### src/rtl/core/tlpsb_pkg.sv
// Package: types, constants and codes of the three-level priority slot buffer.
`timescale 1ns / 1ps
package tlpsb_pkg;

  localparam int DEPTH   = 16;
  localparam int VALUE_W = 16;
  localparam int SLOT_W  = $clog2(DEPTH);
  localparam int PRIO_W  = 2;

  localparam logic [SLOT_W-1:0] LAST_SLOT = SLOT_W'(DEPTH - 1);

  localparam logic CMD_INSERT = 1'b0;
  localparam logic CMD_REMOVE = 1'b1;

  localparam logic [PRIO_W-1:0] PRIO_NONE = 2'd0;
  localparam logic [PRIO_W-1:0] PRIO_HIGH = 2'd1;
  localparam logic [PRIO_W-1:0] PRIO_MID  = 2'd2;
  localparam logic [PRIO_W-1:0] PRIO_LOW  = 2'd3;

  typedef enum logic [1:0] {
    ST_DONE  = 2'd0,
    ST_FULL  = 2'd1,
    ST_EMPTY = 2'd2
  } status_t;

  typedef struct packed {
    logic                cmd;
    logic [VALUE_W-1:0]  new_value;
    logic [PRIO_W-1:0]   new_priority;
  } req_t;

  typedef struct packed {
    logic [VALUE_W-1:0]  out_value;
    logic [PRIO_W-1:0]   out_priority;
    logic [SLOT_W-1:0]   slot;
    status_t             status;
    logic                is_full;
    logic                has_items;
  } rsp_t;

endpackage

### src/rtl/core/tlpsb_find.sv
// Rotated find-first: lowest set bit at or after start, else lowest set bit.
`timescale 1ns / 1ps
module tlpsb_find
  import tlpsb_pkg::*;
(
  input  logic [DEPTH-1:0]  vec,
  input  logic [SLOT_W-1:0] start,
  output logic              hit,
  output logic [SLOT_W-1:0] idx
);

  logic              hi_hit;
  logic [SLOT_W-1:0] hi_idx;
  logic              lo_hit;
  logic [SLOT_W-1:0] lo_idx;

  always_comb begin
    hi_hit = 1'b0;
    hi_idx = '0;
    lo_hit = 1'b0;
    lo_idx = '0;
    for (int i = DEPTH - 1; i >= 0; i--) begin
      if (vec[i]) begin
        lo_hit = 1'b1;
        lo_idx = SLOT_W'(i);
        if (SLOT_W'(i) >= start) begin
          hi_hit = 1'b1;
          hi_idx = SLOT_W'(i);
        end
      end
    end
    hit = lo_hit;
    idx = hi_hit ? hi_idx : lo_idx;
  end

endmodule

### src/rtl/core/tlpsb_core.sv
// Slot store, start pointer and the combinational insert/remove step.
`timescale 1ns / 1ps
module tlpsb_core
  import tlpsb_pkg::*;
(
  input  logic clk,
  input  logic rst,
  input  logic step,
  input  req_t req,
  output rsp_t rsp
);

  logic [VALUE_W-1:0] value_mem [DEPTH];
  logic [PRIO_W-1:0]  prio_mem  [DEPTH];
  logic [DEPTH-1:0]   valid;
  logic [DEPTH-1:0]   valid_next;
  logic [SLOT_W-1:0]  start_ptr;
  logic [SLOT_W-1:0]  start_ptr_next;

  logic [DEPTH-1:0]   m1;
  logic [DEPTH-1:0]   m2;
  logic [DEPTH-1:0]   m3;
  logic [DEPTH-1:0]   rm_vec;
  logic [PRIO_W-1:0]  rm_level;
  logic [PRIO_W-1:0]  prio_in;

  logic               free_hit;
  logic [SLOT_W-1:0]  free_idx;
  logic               rm_hit;
  logic [SLOT_W-1:0]  rm_idx;

  always_comb begin
    for (int i = 0; i < DEPTH; i++) begin
      m1[i] = valid[i] && (prio_mem[i] == PRIO_HIGH);
      m2[i] = valid[i] && (prio_mem[i] == PRIO_MID);
      m3[i] = valid[i] && (prio_mem[i] == PRIO_LOW);
    end
    if (|m1) begin
      rm_vec   = m1;
      rm_level = PRIO_HIGH;
    end else if (|m2) begin
      rm_vec   = m2;
      rm_level = PRIO_MID;
    end else begin
      rm_vec   = m3;
      rm_level = PRIO_LOW;
    end
  end

  tlpsb_find u_find_free (
    .vec   (~valid),
    .start (start_ptr),
    .hit   (free_hit),
    .idx   (free_idx)
  );

  tlpsb_find u_find_rm (
    .vec   (rm_vec),
    .start (start_ptr),
    .hit   (rm_hit),
    .idx   (rm_idx)
  );

  // priority 0 is kept as the lowest level
  assign prio_in = (req.new_priority == PRIO_NONE) ? PRIO_LOW : req.new_priority;

  always_comb begin
    valid_next       = valid;
    start_ptr_next   = start_ptr;
    rsp.out_value    = '0;
    rsp.out_priority = PRIO_NONE;
    rsp.slot         = '0;
    rsp.status       = ST_DONE;
    if (req.cmd == CMD_INSERT) begin
      if (free_hit) begin
        valid_next[free_idx] = 1'b1;
        rsp.slot             = free_idx;
      end else begin
        rsp.status = ST_FULL;
      end
    end else begin
      if (rm_hit) begin
        valid_next[rm_idx] = 1'b0;
        rsp.out_value      = value_mem[rm_idx];
        rsp.out_priority   = rm_level;
        rsp.slot           = rm_idx;
        start_ptr_next     = (rm_idx == LAST_SLOT) ? '0 : rm_idx + 1'b1;
      end else begin
        rsp.status = ST_EMPTY;
      end
    end
    rsp.is_full   = &valid_next;
    rsp.has_items = |valid_next;
  end

  always_ff @(posedge clk) begin
    if (rst) begin
      valid     <= '0;
      start_ptr <= '0;
    end else if (step) begin
      valid     <= valid_next;
      start_ptr <= start_ptr_next;
    end
  end

  always_ff @(posedge clk) begin
    if (step && (req.cmd == CMD_INSERT) && free_hit) begin
      value_mem[free_idx] <= req.new_value;
      prio_mem[free_idx]  <= prio_in;
    end
  end

endmodule

### src/rtl/core/three_level_priority_slot_buffer.sv
// Top level of the three-level priority slot buffer: request and result registers.
//
//   channel   valid      ready      payload    direction
//   request   req_valid  req_ready  req_data   in
//   result    res_valid  res_ready  res_data   out
//
// One request per cycle while the result register drains. A request enters the request
// register at acceptance; the slot search and update then load the result register, from
// which the result is taken.
// The store updates as a request moves to the result register, so back-to-back
// requests see each other's effect. Synchronous rst clears all valid bits and the
// start pointer; there is no clearing pass. A stalled result holds the chain.
`timescale 1ns / 1ps
module three_level_priority_slot_buffer
  import tlpsb_pkg::*;
(
  input  logic clk,
  input  logic rst,
  input  logic req_valid,
  output logic req_ready,
  input  req_t req_data,
  output logic res_valid,
  input  logic res_ready,
  output rsp_t res_data
);

  req_t req_q;
  logic req_full;
  rsp_t res_q;
  logic res_full;
  rsp_t rsp;
  logic advance;

  assign advance   = req_full && (!res_full || res_ready);
  assign req_ready = !req_full || advance;
  assign res_valid = res_full;
  assign res_data  = res_q;

  tlpsb_core u_core (
    .clk  (clk),
    .rst  (rst),
    .step (advance),
    .req  (req_q),
    .rsp  (rsp)
  );

  always_ff @(posedge clk) begin
    if (rst) begin
      req_full <= 1'b0;
      res_full <= 1'b0;
    end else begin
      if (req_ready) begin
        req_full <= req_valid;
      end
      if (advance) begin
        res_full <= 1'b1;
      end else if (res_ready) begin
        res_full <= 1'b0;
      end
    end
  end

  always_ff @(posedge clk) begin
    if (req_valid && req_ready) begin
      req_q <= req_data;
    end
    if (advance) begin
      res_q <= rsp;
    end
  end

endmodule

### config.mk
export PLATFORM = sky130hd
export DESIGN_NAME = three_level_priority_slot_buffer
export DESIGN_NICKNAME = d
export VERILOG_FILES = /design/src/rtl/core/tlpsb_pkg.sv /design/src/rtl/core/tlpsb_find.sv /design/src/rtl/core/tlpsb_core.sv /design/src/rtl/core/three_level_priority_slot_buffer.sv
export SDC_FILE = /design/constraint.sdc
export NUM_CORES = 1
export LEC_CHECK = 0
export BUFFER_PORTS_ARGS = -buffer_cell sky130_fd_sc_hd__buf_4
export CORE_ASPECT_RATIO = 1.4
export CORE_UTILIZATION = 67
export CTS_BUF_LIST = sky130_fd_sc_hd__clkbuf_4 sky130_fd_sc_hd__clkbuf_8 sky130_fd_sc_hd__clkbuf_16
export CTS_CLUSTER_DIAMETER = 120
export DETAILED_ROUTE_END_ITERATION = 6
export GPL_ROUTABILITY_DRIVEN = 0
export GPL_TIMING_DRIVEN = 0
export PLACE_DENSITY = 0.95
export SYNTH_ARGS = -nofsm -noshare
export SYNTH_HDL_FRONTEND = slang
export SYNTH_HIERARCHICAL = 1
export SYNTH_SLANG_ARGS = --single-unit
### constraint.sdc
create_clock -name clk -period 6.8 [get_ports clk]
set_input_delay 0 -clock clk [delete_from_list [all_inputs] [get_ports clk]]
set_output_delay 0 -clock clk [all_outputs]
set_load 0.01 [all_outputs]
# Yosys cells after proc, flatten, opt, wreduce, memory -nomap -nowiden
# Memory sizes are Yosys's and may differ from the RTL's. A register that Yosys moved wholly into a read port is not among the register bits.
# Cells that the tools add are included.
[classes] reduce_logical=68 addsub=1 n_eq_ne=49 muxes=214 n_bitwise=6 order_cmp=20
[op_table] operator="two-way mux 4 bit" n=100
[op_table] operator="two-way mux 1 bit" n=104
[op_table] operator="two-way mux 16 bit" n=5
[op_table] operator="== test 2 bit, second input constant" n=32
[op_table] operator="logical AND 1 bit" n=54
[op_table] operator="OR reduction 16 bit" n=3
[op_table] operator="== test 2 x 1 -> 1 bit, second input constant" n=16
[op_table] operator=">= comparator 4 bit, first input constant" n=8
[op_table] operator="inverter 16 bit" n=2
[op_table] operator="OR reduction 18 bit" n=1
[op_table] operator="bitwise AND 16 bit" n=1
[op_table] operator=">= comparator 3 x 4 -> 1 bit, first input constant" n=4
[op_table] operator="bitwise OR 16 bit" n=1
[op_table] operator="AND reduction 16 bit" n=1
[op_table] operator="less-than comparator 4 x 5 -> 1 bit, second input constant" n=2
[op_table] operator="demux 1 bit (select 4 bit)" n=2
[op_table] operator=">= comparator 1 x 4 -> 1 bit, first input constant" n=2
[op_table] operator=">= comparator 2 x 4 -> 1 bit, first input constant" n=2
[op_table] operator=">= comparator 4 x 1 -> 1 bit, second input constant" n=2
[op_table] operator="two-way mux 6 bit" n=1
[op_table] operator="adder 4 x 1 -> 4 bit, second input constant" n=1
[op_table] operator="== test 4 bit, second input constant" n=1
[op_table] operator="two-way mux 2 bit" n=2
[op_table] operator="logical NOT 1 bit" n=3
[op_table] operator="6 further kinds" n=8
[totals] register_bits=51 input_bits=23 out_inout_bits=28 elab_cells=373 ramBits=288 n_memories=2
[mem_list] name="u_core.value_mem" words=16 word_bits=16 rd=1 rd_clocked_by_memory_dff=1 wr=1 line="tlpsb_core.sv:13" text="logic [VALUE_W-1:0] value_mem [DEPTH];"
[mem_list] name="u_core.prio_mem" words=16 word_bits=2 rd=16 rd_clocked_by_memory_dff=0 wr=1 line="tlpsb_core.sv:14" text="logic [PRIO_W-1:0] prio_mem [DEPTH];"

# Logic depth before layout (Yosys ltp)
# Gate-level depths: netlist of run 1.
# An unclocked memory read counts as a cell.
[depth] depth_word=47 mapped_depth=24 mapped_depth_nobuf=20

# Hierarchy
# Netlist of run 1, hierarchy kept.
[modules_own_cells] module="tlpsb_core" cells_per_inst=746 area_per_inst_um2=12849.8 n_inst=1
[modules_own_cells] module="three_level_priority_slot_buffer" cells_per_inst=55 area_per_inst_um2=1455.1 n_inst=1
[modules_own_cells] module="tlpsb_find" cells_per_inst=120 area_per_inst_um2=726.9 n_inst=2

# Worst setup path after synthesis of run 1
# Ideal clock, no wire load.
[synth_timing] path_kind="reg-to-reg" startpoint="mem u_core.prio_mem[12][0]" endpoint="reg res_q, in the netlist res_data[0] (data pin)" setup_time_ps=274 path_buffers=4 synth_period_minus_slack_ps=4519 arrival_time_ps=4245 stages_incl_launch_ff=25 path_slack_ps=2281 cell_sequence="edfxtp_1 -> nand3b_1 -> nand4_1 -> nor4_2 -> nand3_1 -> clkbuf_1 -> a21oi_1 -> o21bai_1 -> nand2b_1 -> a21oi_1 -> nor2_1 -> o21ai_0 -> a2111oi_0 -> o22ai_1 -> clkbuf_1 -> buf_6 -> buf_6 -> inv_1 -> ha_1 -> nand2_1 -> o21ai_0 -> o21ai_1 -> or4_1 -> nor3_1 -> nand4_1"
[synth_rtl] element="from (decl)" line="tlpsb_core.sv:14"
[synth_rtl] element="to (signal assigned)" line="three_level_priority_slot_buffer.sv:68" text="res_q <= rsp;"
[synth_rtl] element="to (decl)" line="three_level_priority_slot_buffer.sv:29" text="rsp_t res_q;"

# Final worst setup path of run 1
[layout_timing] startpoint="reg u_core.valid[14]" endpoint="reg res_data[12] (netlist name)"
[layout_via] elab_cells_between_ends=104 classes_between="mux (97); reduce/logical (7)"
[layout_rtl] element="from (decl)" line="tlpsb_core.sv:15" text="logic [DEPTH-1:0] valid;"
[layout_rtl] element="from (signal assigned)" line="tlpsb_core.sv:101" text="valid <= valid_next;"
[layout_rtl] element="logical AND 1 bit" line="tlpsb_core.sv:35" text="m2[i] = valid[i] && (prio_mem[i] == PRIO_MID);"
[layout_rtl] element="OR reduction 16 bit" line="tlpsb_core.sv:41" text="end else if (|m2) begin"
[layout_rtl] element="two-way mux 16 bit" line="tlpsb_core.sv:41"
[layout_rtl] element="two-way mux 16 bit (*)" line="tlpsb_core.sv:38" text="if (|m1) begin"
[layout_rtl] element="net u_core.rm_vec[2]" line="tlpsb_core.sv:23" text="logic [DEPTH-1:0] rm_vec;"
[layout_rtl] element="two-way mux 4 bit / two-way mux 1 bit (equally long branches)" line="tlpsb_find.sv:23" text="if (vec[i]) begin"
[layout_rtl] element="two-way mux 4 bit / two-way mux 1 bit (equally long branches)" line="tlpsb_find.sv:26" text="if (SLOT_W'(i) >= start) begin"
[layout_rtl] element="two-way mux 4 bit / two-way mux 1 bit (equally long branches)" line="tlpsb_find.sv:23"
[layout_rtl] element="two-way mux 4 bit / two-way mux 1 bit (equally long branches)" line="tlpsb_find.sv:26"
[layout_rtl] element="two-way mux 4 bit / two-way mux 1 bit (equally long branches)" line="tlpsb_find.sv:23"
[layout_rtl] element="two-way mux 4 bit (*)" line="tlpsb_find.sv:33" text="idx = hi_hit ? hi_idx : lo_idx;"
[layout_rtl] element="net u_core.rm_idx[1]" line="tlpsb_core.sv:30" text="logic [SLOT_W-1:0] rm_idx;"
# Mark *: on every way through the listed nets, which the timed path passes. The rest lies on a longest branch.
# A chain may end at the register's enable or synchronous reset.

==> results of run 1 <==
## power by group
| group | internal (mW) | total (mW) | switching (mW) |
|---|---|---|---|
| sequential | 2.42 | 2.45 | 0.0363 |
| combinational | 0.198 | 0.444 | 0.247 |
| clock | 1.05 | 1.85 | 0.805 |
| total | 3.66 | 4.75 | 1.09 |
## area by class of cell
type	count	area (sq um)	share of cell area
clock buffer	29	725.7	0.04067
clock inverter	24	304.0	0.01704
sequential	355	10440	0.5851
multi-input combinational	588	4833	0.2709
inverter	50	187.7	0.01052
buffer	47	315.3	0.01767
tap	306	382.9	0.02146
timing repair buffer	75	653.1	0.03661
## path summary, 6_finish.rpt
kind / to / cells past startpoint
worst min-delay path: req_q[18] / 2
worst max-delay path: res_data[12] / 16
worst min register to register: res_valid / 2
worst max register to register: res_data[12] / 16
## metrics by stage
stage,hold slack [ps],worst slack (ps),util
detailed placement,179.3,491.0,0.7172
finish,37.96,276.8,0.7716
floorplan,62.44,2281,-
CTS,10.29,276.1,0.7712
global placement,177.8,768.7,0.7143
global route,29.30,78.99,0.7716
## logic make-up after synthesis
family                   Yosys count  synth area share
AO/OA/AOI/OAI                    219           0.08591
XOR/XNOR                           1         0.0005559
adder cells (fa/ha/maj)            4          0.003176
buffers and inverters             98           0.03215
flip-flops                       355            0.6625
multiplexers                      84            0.1169
AND/OR/NAND/NOR                  280           0.09885
## worst max-delay path: stages (launching register included)
cell and delay, ps:
dfxtp_1 420, nand3b_1 190, nand4_1 290, nor4_4 460, nand3_1 200, clkbuf_1 290, a21oi_1 220, o21bai_1 300
nand2_1 180, a21boi_0 300, a211oi_1 110, o31ai_2 640, buf_2 710, buf_1 770, mux4_2 410, mux4_2 510
nor2b_1 220
## routing by layer
metal,global-route usage,part of all wire
met2,0.6521,0.48
met4,0.3014,0.089
met1,0.4936,0.31
met5,0.002058,0
met3,0.09567,0.13
## synth_stat cells, types with 11 or more instances
cell type | count | area share
a21boi_0 | 12 | 0.0057
a21oi_1 | 62 | 0.020
buf_6 | 11 | 0.0079
clkbuf_1 | 20 | 0.0048
dfxtp_1 | 22 | 0.028
edfxtp_1 | 333 | 0.63
inv_1 | 48 | 0.011
mux4_2 | 80 | 0.11
nand2_1 | 57 | 0.014
nand2b_1 | 13 | 0.0052
nand3_1 | 23 | 0.0073
nand3b_1 | 35 | 0.017
nand4_1 | 13 | 0.0052
nor2_1 | 59 | 0.014
nor2b_1 | 26 | 0.010
o21ai_0 | 35 | 0.011
o21ai_1 | 23 | 0.0073
o21bai_1 | 11 | 0.0052
o31ai_1 | 12 | 0.0057
## registers in the layout (all words and copies together) (netlist names)
signal	flops
u_core/prio_mem	32
res_valid	1
res_data	26
u_core/start_ptr	4
req_q	19
u_core/valid	16
req_full	1
u_core/value_mem	256
## repair_timing
action                                  4_1_cts  5_1_grt
endpoints found under the setup margin        0        7
hold endpoints to repair                     22        0
hold buffers                                 22        0
gates resized for setup                       0        2
==> impl_results.md, run 1 <==
* Status: finished with violations
* Failing checks: design-rule violations
* Area Overhead vs Synth at 13.22%
* Fin nets at 1173
* Initial antenna violation count at 1
* Critical path fanouts, max at 19
* Total track usage at 0.4093
* Post-synth EDFFs at 333
* Final cell count without fillers at 1474
* Via count at 11250
* Core area at 0.02312 sq mm
* Initial Utilization at 0.6815
* Worst Setup SP: u_core/valid[14]
* Final hold vios at 0
* DIE WIDTH at 131.6 um
* Max Cap Viol at 0
* Clock Skews at 16.41 ps
* Iteration-0 DRC count of the detailed router at 2107
* Drt pass-1 iters at 7
* Leading cell type in the layout, fill and taps excluded: edfxtp_1
* FMAX at 153.3 MHz
* Yosys reg bits at 355
* Clock tree buffer depth at 3
* Reg-to-reg setup timing slack at 280 ps
* Die Y at 183.5 um
* CTS root buffer: clkbuf_16
* Crit Path Class: register to register
* Pwr dens at 266.3 mW/mm^2
* DP Wirelength at 26.44 mm
* Main synth FF type: edfxtp_1
* RSZ-0062 raised after global routing: no
* Antenna Violating Nets Remaining at 0
* Worst-margin pin slew at 1223 ps
* Hold Crit Class: input pin to register
* Worst setup EP type: register
* Worst EP required at 7040 ps
* Leak at 5.802 nW
* Synth Cell Area at 0.01576 sq mm
* DP Cell Count at 1400
* Maximum VDD drop at 338.3 uV
* Residual DRC at 8
* Post-route cell area at 0.01784 sq mm
* Reg-to-reg startpoint: u_core/valid[14]
* Synth Instances at 1041
* Clk Latency, worst-skew pair at 560 ps
* Post-layout min period at 6523 ps
* IO buf count at 50
* Vias per cell at 7.633
* Pin count of the biggest net entering global routing at 33
* Total Die Area at 0.02415 sq mm
* Avg WL per Cell at 32.38 um
* CTS tree: built
* Core Rows at 66
* Mapped Nets at 1068
* Synthesis warning total at 6
* Share of post-route cells with drive strength above 1 at 0.1961
* WL final at 47.73 mm
* WP data arrival at 6760 ps
* Power, Total at 4.751 mW
* Async SR Flop Fraction at 0
* First-pass GRT wire length at 70.88 mm
* Reg clk slew, reported paths at 80 ps
* Commonest cells after routing, fill and taps aside: edfxtp_1 (333), mux4_2 (80), a21oi_1 (62)
* # H-tree levels at 1
* Final setup viols at 0
* Clk sinks at 355
* Hold_sp: req_valid
* Vias in the first global route at 11180
* Seq/Total Area, Yosys at 0.6625
* Worst slew margin at 0.1837
* Avg Inst Size Synth at 15.14 sq um
* Crit path launch type: register
* Yosys cell types at 62
* Fin crit share at 0.9593
* Setup_tns at 0 ps
* CTS buffer count at 29
* Area after DPL at 0.01658 sq mm
* Gr ovfl total at 0
* ANT cells at 0
* Post-CTS Setup Inserts at 0
* Slew Limit Fails at 0
* # IOs at 51
* Fillcell total at 1155
(Power assumes the default switching activity.)
==> run 2: changes to the inputs <==
SYNTH_HIERARCHICAL = not set   (was 1)
==> run 2 against run 1 <==
Global-route usage fell by 1.4 points. Setup slack better by 120 ps. Area after synthesis down 2.3%. The run now ends clean. Register-to-register slack improved by 120 ps. Synthesized cell count shrank 0.48%. Highest routed layer unchanged. Combinational power increased by 130%. Sequential share of layout area up 0.49 points. Hold slack gained 120 ps. Fmax rose by 1.9%. Via count decreased by 3.0%.
==> impl_results.md, run 2 <==
* Worst setup EP type: register (unchanged)
* RSZ-0062 raised after global routing: no (unchanged)
* Final setup viols at 0 (unchanged)
* Hold Crit Class: input pin to register (unchanged)
* Die Y at 181.4 um (was 183.5 um)
* Power, Total at 5.255 mW (was 4.751 mW)
* Worst slew margin at 0.1430 (was 0.1837)
* # IOs at 51 (unchanged)
* CTS buffer count at 31 (was 29)
* Post-layout min period at 6402 ps (was 6523 ps)
* Maximum VDD drop at 271.2 uV (was 338.3 uV)
* Pin count of the biggest net entering global routing at 20 (was 33)
* Critical-path top delay cell: a311oi_1 (was buf_1)
* Pwr dens at 297.0 mW/mm^2 (was 266.3 mW/mm^2)
* Worst-margin pin slew at 1285 ps (was 1223 ps)
* Via count at 10910 (was 11250)
* Drt pass-1 iters at 7 (unchanged)
* Mapped Nets at 1063 (was 1068)
* Post-Synth Adder-Cell Area at 0.003249 (was 0.003176)
* DIE WIDTH at 130.1 um (was 131.6 um)
* Vias in the first global route at 10830 (was 11180)
* Max FFs per register at 256 (unchanged)
* Total Die Area at 0.02361 sq mm (was 0.02415 sq mm)
* Share of post-route cells with drive strength above 1 at 0.1908 (was 0.1961)
* Status: finished, final reports clean (was finished with violations)
* IO buf count at 50 (unchanged)
* Largest family of logic cells by synthesized area: compound AO/OA/AOI/OAI gates (was multiplexers)
* Top reg by flops: u_core.value_mem (was u_core/value_mem)
* Crit path launch type: register (unchanged)
* Hold-fix buffers at CTS at 23 (was 22)
* Ranking of synthesized cells by area: edfxtp_1 (65%), mux4_2 (4.7%), mux2i_1 (4.4%) (was edfxtp_1 (63%), mux4_2 (11%), dfxtp_1 (2.8%))
* Core Rows at 65 (was 66)
* Fin nets at 1183 (was 1173)
* Clk sinks at 355 (unchanged)
* Final worst slack at 397.9 ps (was 276.8 ps)
* Critical path fanouts, max at 11 (was 19)
* Synth Cell Area at 0.01540 sq mm (was 0.01576 sq mm)
* Clock tree buffer depth at 3 (unchanged)
* Fin crit share at 0.9415 (was 0.9593)
* WP data arrival at 6680 ps (was 6760 ps)
* CTS root buffer: clkbuf_16 (unchanged)
* Clk Latency, worst-skew pair at 560 ps (about the same)
* Gr ovfl total at 0 (unchanged)
* FMAX at 156.2 MHz (was 153.3 MHz)
* Total track usage at 0.3954 (was 0.4093)
* Top cells by count, synth: edfxtp_1 (333), nor2_1 (75), nand2_1 (73) (was edfxtp_1 (333), mux4_2 (80), a21oi_1 (62))
* Avg WL per Cell at 29.79 um (was 32.38 um)
* Leading cell type in the layout, fill and taps excluded: edfxtp_1 (unchanged)
* Synth Instances at 1036 (was 1041)
* Post-synthesis compound-gate area fraction at 0.1093 (was 0.08591)
* Avg Inst Size Synth at 14.87 sq um (was 15.14 sq um)
* Reg clk slew, reported paths at 60 ps (was 80 ps)
* Clock Skews at 11.15 ps (was 16.41 ps)
* DP Cell Count at 1401 (was 1400)
* Iteration-0 DRC count of the detailed router at 1880 (was 2107)
* Crit Path Class: register to register (unchanged)
* Initial Utilization at 0.6837 (was 0.6815)
* Seq/Total Area, Yosys at 0.6778 (was 0.6625)
* Residual DRC at 0 (was 8)
* Leak at 6.241 nW (was 5.802 nW)
* Mux contribution to synthesized area at 0.09033 (was 0.1169)
* Worst EP required at 7070 ps (was 7040 ps)
* Antenna Violating Nets Remaining at 0 (unchanged)
* Top-count cell post-synth: edfxtp_1 (unchanged)
* Vias per cell at 7.367 (was 7.633)
* # H-tree levels at 1 (unchanged)
* Initial antenna violation count at 1 (unchanged)
* Final hold vios at 0 (unchanged)
* Async SR Flop Fraction at 0 (unchanged)
* Post-Synth Simple-Gate Area at 0.09374 (was 0.09885)
* Setup_tns at 0 ps (unchanged)
* Yosys cell types at 83 (was 62)
* Main synth FF type: edfxtp_1 (unchanged)
* Post-CTS Resized at 0 (unchanged)
* Post-synthesis xor/xnor area fraction at 0.0005686 (was 0.0005558)
* Biggest area consumer among synthesized cells: edfxtp_1 (unchanged)
* Final cell count without fillers at 1481 (was 1474)
* Yosys top cell area share at 0.6492 (was 0.6345)
* Commonest cells after routing, fill and taps aside: edfxtp_1 (333), nand2_1 (73), mux2i_1 (67) (was edfxtp_1 (333), mux4_2 (80), a21oi_1 (62))
* Crit-path max cell delay at 650 ps (was 770 ps)
* Setup slack at placement at 1065 ps (was 491.0 ps)
* Yosys reg bits at 355 (unchanged)
* Max Cap Viol at 0 (unchanged)
* CP Cell Sequence: buf_2 -> and3b_1 -> nor4_1 -> nand4_2 -> a211oi_1 -> o21ai_1 -> nor2b_1 -> o21ai_0 -> o31ai_1 -> o41ai_1 -> o31ai_4 -> inv_4 -> buf_4 -> buf_4 -> buf_4 -> ha_1 -> nand2_1 -> nor4_1 -> o22ai_1 -> a311oi_1 -> and4b_1 -> nand4_1 (was nand3b_1 -> nand4_1 -> nor4_4 -> nand3_1 -> clkbuf_1 -> a21oi_1 -> o21bai_1 -> nand2_1 -> a21boi_0 -> a211oi_1 -> o31ai_2 -> buf_2 -> buf_1 -> mux4_2 -> mux4_2 -> nor2b_1)
* Area Overhead vs Synth at 14.88% (was 13.22%)
* WL final at 44.13 mm (was 47.73 mm)
* Post-synth EDFFs at 333 (unchanged)
* Most used cell, CP: buf_4 (was mux4_2)
* CTS tree: built (unchanged)
* First-pass GRT wire length at 66.16 mm (was 70.88 mm)
* Synthesis warning total at 0 (was 6)
* DP Wirelength at 27.16 mm (was 26.44 mm)
* Post-CTS Setup Inserts at 0 (unchanged)
* Slew Limit Fails at 0 (unchanged)
* Core area at 0.02253 sq mm (was 0.02312 sq mm)
[run 2: per-layer routing]
metal,routed length (um),part of all wire,vias to the layer above,track usage
met5,0,0,-,0
met4,4238,0.096,0,0.3107
met3,5051,0.11,310,0.1058
met2,20940,0.47,1046,0.6147
met1,13900,0.31,5157,0.4633
li1,-,-,4397,-
[run 2: cell families (layout without fill, tap and decap cells)]
group                      count (synthesis)  count (layout)
xor gates and xnor gates                   1               1
buffers and inverters                     76             219
and+or+nand+nor                          281             281
other                                      0               1
AOI/OAI and AO/OA                        220             220
adders and majority gates                  4               4
DFF                                      355             355
muxes                                     99              99
[run 2: final timing paths]
check	startpoint	end	slack (ps)	cells past startpoint
setup reg to reg	u_core.valid[9]	res_data[0]	400	22
hold reg to reg	req_full	res_valid	560	2
setup / recovery	u_core.valid[9]	res_data[0]	400	22
hold / removal	req_data[15]	req_q[15]	160	2
[run 2: power by group]
part | internal (mW) | switching, mW
clock | 0.963 | 0.785
sequential | 2.44 | 0.0407
combinational | 0.385 | 0.637
total | 3.79 | 1.46
[run 2: critical path, delay by kind of cell (launching register included)]
family,cells,cell delay (ps)
AOI/OAI and AO/OA,8,2200
and+or+nand+nor,8,2200
buffers and inverters,5,1190
DFF,1,290
adders and majority gates,1,200
[run 2: cell type report]
type | count | area (sq um)
timing repair buffer | 87 | 878.3
clock buffer | 39 | 848.3
tap | 301 | 376.6
multi-input combinational | 605 | 4609
fill | 1136 | 4833
clock inverter | 17 | 152.6
sequential | 355 | 10440
buffer | 56 | 309.0
inverter | 20 | 77.57
antenna | 1 | 2.502
[run 2: per-stage QoR]
stage / hold WS (ps) / util / area, sq um
floorplan: 72.14 / - / 15400
global placement: 178.0 / 0.7171 / 16150
detailed placement: 179.3 / 0.7307 / 16460
CTS: 154.9 / 0.7853 / 17690
global route: 157.9 / 0.7853 / 17690
finish: 162.6 / 0.7854 / 17690
